## src/sff_pkg.sv

```systemverilog
// Package for the stereo FIR filter core: sizes, item codes, MAC control
// and the output rounding function. No dependencies.
package sff_pkg;

  localparam int TAPS        = 256;
  localparam int SAMPLE_BITS = 16;
  localparam int COEF_BITS   = 16;
  localparam int ADDR_W      = $clog2(TAPS);
  localparam int CNT_W       = $clog2(TAPS + 1);
  localparam int PROD_W      = SAMPLE_BITS + COEF_BITS;
  localparam int ACC_W       = PROD_W + ADDR_W;

  // item function codes
  localparam logic FUNC_LOAD   = 1'b0;
  localparam logic FUNC_SAMPLE = 1'b1;

  // MAC control from the sequencer
  typedef struct packed {
    logic clr;  // start a new sum
    logic vld;  // coefficient/sample pair present this cycle
  } mac_ctl_t;

  // Shift right by COEF_BITS-1, round half up, saturate to SAMPLE_BITS
  function automatic logic signed [SAMPLE_BITS-1:0] round_sat(
    input logic signed [ACC_W-1:0] acc
  );
    logic signed [ACC_W:0] sum;
    logic signed [ACC_W:0] q;
    logic signed [ACC_W:0] hi;
    logic signed [ACC_W:0] lo;
    sum = (ACC_W+1)'(acc) + ((ACC_W+1)'(1) <<< (COEF_BITS - 2));
    q   = sum >>> (COEF_BITS - 1);
    hi  = (ACC_W+1)'({1'b0, {(SAMPLE_BITS-1){1'b1}}});
    lo  = -hi - (ACC_W+1)'(1);
    if (q > hi) begin
      return {1'b0, {(SAMPLE_BITS-1){1'b1}}};
    end else if (q < lo) begin
      return {1'b1, {(SAMPLE_BITS-1){1'b0}}};
    end else begin
      return q[SAMPLE_BITS-1:0];
    end
  endfunction

endpackage

```

## src/sff_mac.sv

```systemverilog
// One channel's multiply-accumulate unit: registered product, then accumulator.
// Depends on sff_pkg.
module sff_mac
  import sff_pkg::*;
(
  input  logic                          clk,
  input  logic                          rst_n,
  input  mac_ctl_t                      ctl,
  input  logic signed [COEF_BITS-1:0]   coef,
  input  logic signed [SAMPLE_BITS-1:0] smp,
  output logic                          busy,
  output logic signed [ACC_W-1:0]       acc
);

  logic signed [PROD_W-1:0] prod_r;
  logic                     prod_v_r;
  logic signed [ACC_W-1:0]  acc_r;

  // product stage
  always_ff @(posedge clk) begin
    if (!rst_n) begin
      prod_v_r <= 1'b0;
    end else begin
      prod_v_r <= ctl.vld;
    end
    prod_r <= coef * smp;
  end

  // accumulate stage
  always_ff @(posedge clk) begin
    if (ctl.clr) begin
      acc_r <= '0;
    end else if (prod_v_r) begin
      acc_r <= acc_r + ACC_W'(prod_r);
    end
  end

  assign busy = prod_v_r;
  assign acc  = acc_r;

endmodule

```

## config.mk

```make
export PLATFORM = sky130hd
export DESIGN_NAME = sff_mac
export DESIGN_NICKNAME = d
export VERILOG_FILES = /design/src/sff_pkg.sv /design/src/sff_mac.sv
export SDC_FILE = /design/constraint.sdc
export NUM_CORES = 1
export LEC_CHECK = 0
export BUFFER_PORTS_ARGS = -buffer_cell sky130_fd_sc_hd__buf_2
export CAP_MARGIN = 20
export CORE_ASPECT_RATIO = 0.9
export CORE_MARGIN = 2
export CORE_UTILIZATION = 65
export DETAILED_ROUTE_END_ITERATION = 12
export PLACE_DENSITY = 0.84
export SYNTH_ARGS = -nofsm -noshare
export SYNTH_HDL_FRONTEND = slang
export SYNTH_SLANG_ARGS = --single-unit
```

## constraint.sdc

```tcl
create_clock -name clk -period 18 [get_ports clk]
set_clock_uncertainty 0.2 [all_clocks]
set_input_delay 3.6 -clock clk [delete_from_list [all_inputs] [get_ports clk]]
set_output_delay 3.6 -clock clk [all_outputs]
set_load 0.02 [all_outputs]
```

==> impl_metrics.py, run 1 <==
metrics = {
    "die": {
        "die_h_um": 144,
        "ios": 77,
        "core-area_um2": 21400,
        "die_w_um": 159,
        "rows": 51,
        "die_area_um2": 22900,
        "initial_utilization": 0.658,
    },
    "route": {
        "postRouteAntennaNets": 0,
        "vias": 10700,
        "drc": 0,
        "wl_mm": 31.2,
        "drt_iter0_drc": 665,
        "avgViaCountPerCell": 5.71,
        "dr.pass1.iters": 5,
        "wl_per_cell_um": 16.6,
    },
    "layout": {
        "num-fill-cells": 1646,
        "final_common_cell": "inv_1",
        "layout-drive-gt1-share": 0.0705,
        "areaGrowthSynthToFinish_pct": 6.13,
        "layout_common_cells": "inv_1 (297), fa_1 (263), nand2_1 (146)",
        "final_nets": 2005,
    },
    "synth": {
        "synth-seq-cells": 73,
        "ys_warn_count": 0,
        "async_reset_ff_frac": 0,
        "synth_area_um2": 14100,
        "yosysSeqAreaShare": 0.104,
        "ys_types": 70,
        "syn_avg_cell_area_um2": 9.10,
        "synth_edf_count": 0,
        "syn_nets": 1970,
        "synth_flop_cell": "dfxtp_1",
        "syn_inst": 1550,
    },
    "setup_path": {
        "reg2reg_from": "acc[0]",
        "r2r_end": "acc[36]",
        "cp-end-kind": "register",
        "regToRegSetupSlack_ps": 14630,
        "r2r_cells": 12,
        "crit_arrival_ps": 9560,
        "crit_fanout": 16,
        "cp-start-kind": "input port",
        "worstPathRequired_ps": 18060,
        "path_class": "input port to register",
    },
    "timing": {
        "finalCritPeriodShare": 0.528,
        "hold_violations": 0,
        "slew_headroom": 0.505,
        "tightest_slew_ps": 742,
        "fmax_ghz": 0.105,
        "setup_viol": 0,
        "final.min_clock_period_ps": 9500,
        "final_max_slew_viol_count": 0,
        "rsz0062_at_grt": "no",
        "finalSetupTns_ps": 0,
    },
    "place": {
        "io_buffers": 76,
        "place_congestion": 0.923,
        "dpl.hpwl_mm": 25.7,
    },
    "clocking": {
        "clockBufferDepth": 2,
        "postCtsSetupRepairBufs": 0,
        "cts_sinks": 73,
        "cts_hold_buffers": 0,
        "h-tree-depth": 3,
        "cts_buffers": 9,
        "cts_tree": "done",
        "clk_latency_ps": 340,
        "root_buffer": "clkbuf_16",
        "clk_pin_slew_ps": 60,
        "post_cts_resize_count": 0,
    },
    "grt": {
        "gr-total-overflow": 0,
        "grt_pass1_wl_mm": 52.8,
        "track_usage": 0.286,
        "grt_max_degree": 61,
        "antenna_found_initial": 0,
        "grt_pass1_vias": 11200,
    },
    "job": {
        "maxCapViolations": 0,
    },
    "min_path": {
        "worstHoldPathType": "register to register",
        "hp-start": "acc[32]",
        "hold_end": "acc[32]",
        "whs_path_depth": 2,
    },
    "run_status": {
        "status": "finished clean",
    },
}
-- synthesized netlist by cell type, drive strengths merged, types with 5 or more instances --
library cell  count  area (µm²)
nand4             5        31.3
fa              263        5270
ha              121        1510
mux2i            25         250
clkbuf           47         179
inv             297        1110
a211oi            9        82.6
nand2b           17         106
a211o             6        52.6
nand3            22         110
o21bai            6        45.0
nand2           146         548
nor3              8        40.0
xor2             17         149
and3              8        50.1
xnor2            47         412
a21oi            60         304
buf               7        30.0
a31oi             6        37.5
a21o             40         300
dfxtp            73        1460
o211ai            6        45.0
o22ai             6        37.5
o21ai            30         150
o21a              8        60.1
nor2b             8        52.6
o31ai             6        91.3
nor2             70         263
and2            130         813
nor3b             9        72.6
-- routing by layer --
layer | global-route usage | routed length [µm] | part of all wire
met4 | 0.108 | 1020 | 0.033
met5 | 0 | 0 | 0
met2 | 0.501 | 16100 | 0.52
met1 | 0.363 | 12500 | 0.40
met3 | 0.0413 | 1620 | 0.052
-- metrics by stage --
| step | setup WS [ps] | util | instance area, µm² | std cells | hold WS (ps) |
|---|---|---|---|---|---|
| after floorplan | 8630 | - | 14100 | 1550 | 351 |
| after global placement | 8430 | 0.684 | 14700 | 1865 | 287 |
| after detailed placement | 8180 | 0.684 | 14700 | 1865 | 293 |
| after CTS | 8490 | 0.698 | 15000 | 1880 | 304 |
| after global routing | 8130 | 0.698 | 15000 | 1880 | 345 |
| final | 8500 | 0.698 | 15000 | 1881 | 306 |
-- state kept, by name, indices dropped and copies added, names as in the netlist --
signal	count
acc	40
prod_r	32
busy	1
-- layout make-up --
class / count / area (µm²) / share of cell area
Inverter: 297 / 1110 / 0.0745
Antenna cell: 1 / 2.50 / 0.000167
Tap cell: 291 / 364 / 0.0243
Multi-Input combinational cell: 1126 / 11300 / 0.756
Clock buffer: 10 / 229 / 0.0153
Clock inverter: 5 / 81.3 / 0.00543
Sequential cell: 73 / 1460 / 0.0977
Timing Repair Buffer: 78 / 395 / 0.0264
-- cell families (layout without fill, tap and decap cells) --
| group | Yosys count | after routing | share of synthesized area |
|---|---|---|---|
| AOI/OAI and AO/OA | 212 | 212 | 0.106 |
| xor gates and xnor gates | 64 | 64 | 0.0397 |
| adders and majority gates | 384 | 384 | 0.481 |
| buffers and inverters | 351 | 390 | 0.0938 |
| DFF | 73 | 73 | 0.104 |
| muxes | 27 | 27 | 0.0193 |
| other | 0 | 1 | 0 |
| and+or+nand+nor | 439 | 439 | 0.157 |
-- worst max path at each step --
stage | start | end | slack, ps | depth (start not counted)
finish | smp[1] | prod_r[31] | 8500 | 20
detailed placement | smp[1] | prod_r[31] | 8180 | 20
global route | smp[1] | prod_r[30] | 8130 | 20
floorplan | coef[15] | prod_r[31] | 8630 | 21
global placement | smp[1] | prod_r[31] | 8430 | 20
CTS | smp[1] | prod_r[31] | 8490 | 20
-- critical path: stages --
cell      delay, ps
buf_2           300
nand2_1         160
inv_1           150
fa_1            560
fa_1            840
fa_1            510
fa_1            500
fa_1            500
inv_1            50
fa_1            470
inv_1            40
ha_1            390
nand4_1         160
nor2_1           70
a221o_1         340
a32o_1          220
a211oi_2        240
o31ai_1         120
a21oi_1         180
xnor2_1         150
Power of run 1 is left out: the tool's default activity adds up to more than one toggle a clock period on the data nets, which glitch-free logic cannot reach.
==> run 2, diff against run 1 <==
- ABC_AREA: default -> 1
- CORE_UTILIZATION: 65 -> 59
- PLACE_DENSITY: 0.84 -> 0.8
- clock period: 18 -> 7.8 ns (I/O delays scaled with it)
==> run 2 against run 1 <==
Net effect: core utilization is 6.9 points lower; non-clock buffer count is 4 higher; cell count is 35% higher; critical path type unchanged; flip-flop and latch count stayed put; worst hold slack worse by 10 ps; global-route usage is 2.4 points higher; synthesized cell count is 40% higher; first-iteration DRC count is 74% higher; largest cell class unchanged; die area is 20% higher; count of clock-buffer cells in the layout is 1 lower; wire length is 28% higher; design area is 9.0% higher.
==> impl_metrics.py, run 2 <==
metrics = {
    "die": {
        "ios": 77,
        "die_w_um": 175,
        "initial_utilization": 0.596,
        "core-area_um2": 25900,
        "rows": 56,
        "die_area_um2": 27500,
        "die_h_um": 158,
    },
    "setup_path": {
        "cp-end-kind": "register",
        "path_class": "input port to register",
        "crit_fanout": 16,
        "crit_arrival_ps": 7360,
        "cp-start-kind": "input port",
        "worstPathRequired_ps": 7840,
    },
    "route": {
        "wl_mm": 40.0,
        "postRouteAntennaNets": 0,
        "vias": 13400,
        "drt_iter0_drc": 1159,
        "drc": 0,
        "dr.pass1.iters": 6,
        "wl_per_cell_um": 15.7,
        "avgViaCountPerCell": 5.24,
    },
    "layout": {
        "layout-drive-gt1-share": 0.0587,
        "largest_reg_flops": 40,
        "final_common_cell": "inv_1",
        "layout_common_cells": "inv_1 (572), nand2_1 (551), fa_1 (263)",
        "areaGrowthSynthToFinish_pct": 5.58,
        "final_nets": 2612,
        "final_area_um2": 16300,
        "post-route-util": 0.629,
    },
    "synth": {
        "syn_nets": 2590,
        "synth.largest_area_cell": "fa_1",
        "synth.mux.area_fraction": 0,
        "async_reset_ff_frac": 0,
        "syn_inst": 2170,
        "synth_compound_area_frac": 0.0595,
        "synth-seq-cells": 73,
        "synth.area.top_cells": "fa_1 (34%), inv_1 (14%), nand2_1 (13%)",
        "yosys.area_share.simple": 0.220,
        "ys_warn_count": 0,
        "synth_top_area_frac": 0.341,
        "ys_types": 40,
        "synth-xor-area-share": 0.0295,
        "netlist_top_cells_count": "inv_1 (572), nand2_1 (551), fa_1 (263)",
        "yosys.cell_count.top_type": "inv_1",
        "synth_top_family_by_area": "adder cells",
        "yosysSeqAreaShare": 0.0946,
        "synth_edf_count": 0,
        "syn_avg_cell_area_um2": 7.12,
        "synth_flop_cell": "dfxtp_1",
        "synthAdderAreaFrac": 0.439,
        "synth_area_um2": 15500,
    },
    "grt": {
        "grt_pass1_wl_mm": 66.4,
        "grt_max_degree": 66,
        "track_usage": 0.310,
        "antenna_found_initial": 0,
        "grt_pass1_vias": 13400,
        "gr-total-overflow": 0,
    },
    "timing": {
        "slew_headroom": 0.445,
        "finalCritPeriodShare": 0.938,
        "final_max_slew_viol_count": 0,
        "tightest_slew_ps": 832,
        "setup_viol": 0,
        "rsz0062_at_grt": "no",
        "fmax_ghz": 0.137,
        "hold_violations": 0,
        "final.min_clock_period_ps": 7320,
        "finalSetupTns_ps": 0,
    },
    "clocking": {
        "clockBufferDepth": 2,
        "clk_pin_slew_ps": 70,
        "root_buffer": "clkbuf_16",
        "cts_hold_buffers": 0,
        "h-tree-depth": 3,
        "clk_latency_ps": 350,
        "cts_buffers": 9,
        "cts_sinks": 73,
        "postCtsSetupRepairBufs": 0,
        "cts_tree": "done",
        "post_cts_resize_count": 0,
    },
    "place": {
        "dpl.hpwl_mm": 34.1,
        "place_area_um2": 16000,
        "place_congestion": 0.990,
        "io_buffers": 76,
    },
    "run_status": {
        "status": "finished clean",
    },
    "job": {
        "maxCapViolations": 0,
    },
    "min_path": {
        "worstHoldPathType": "register to register",
    },
}
## run 2: stage by stage
step | setup WS [ps] | cells | hold WS [ps]
after floorplan | 824 | 2170 | 355
after global placement | 305 | 2529 | 264
after detailed placement | 251 | 2529 | 291
after CTS | 586 | 2545 | 301
after global routing | 234 | 2545 | 324
final | 481 | 2546 | 296
## run 2: logic make-up (layout without fill, tap and decap cells)
family          count (synthesis)  after routing
compound gates                166            166
xor+xnor                       52             52
fa+ha+maj                     384            384
buf+inv                       644            671
flops                          73             73
other cells                     0              1
simple gates                  851            851
## run 2: critical path, cell delays in order
cell and delay (ps):
buf_2 280, nand2_1 160, inv_1 140, fa_1 550, fa_1 840, fa_1 520, fa_1 500, fa_1 490
inv_1 60, fa_1 480, inv_1 40, ha_1 340, a21oi_1 310, o21ai_0 140, a21oi_1 290, nand3_1 280
nand2_1 130, nand2_1 60, xor2_1 140
## run 2: path summary, 6_finish.rpt
path | start | end | slack (ps) | cells past startpoint
setup / recovery | smp[1] | prod_r[27] | 480 | 19
hold / removal | acc[0] | acc[0] | 300 | 2
hold reg to reg | acc[0] | acc[0] | 300 | 2
setup reg to reg | prod_r[0] | acc[26] | 4890 | 15
## run 2: metal layers
metal | wire (µm) | GRT usage | vias up
li1 | - | - | 6365
met2 | 17900 | 0.502 | 557
met5 | 0 | 0 | -
met1 | 17400 | 0.428 | 6353
met4 | 962 | 0.0802 | 0
met3 | 3700 | 0.0650 | 76
## run 2: layout make-up
| cell class | instances | area [µm²] |
|---|---|---|
| clock inverter | 7 | 58.8 |
| clock buffer | 9 | 225 |
| antenna | 1 | 2.50 |
| timing repair buffer | 82 | 425 |
| inverter | 573 | 2150 |
| sequential | 73 | 1460 |
| fill | 2392 | 9610 |
| multi-input combinational | 1453 | 11600 |
| tap | 348 | 435 |
Power of run 2 is left out for the same reason.
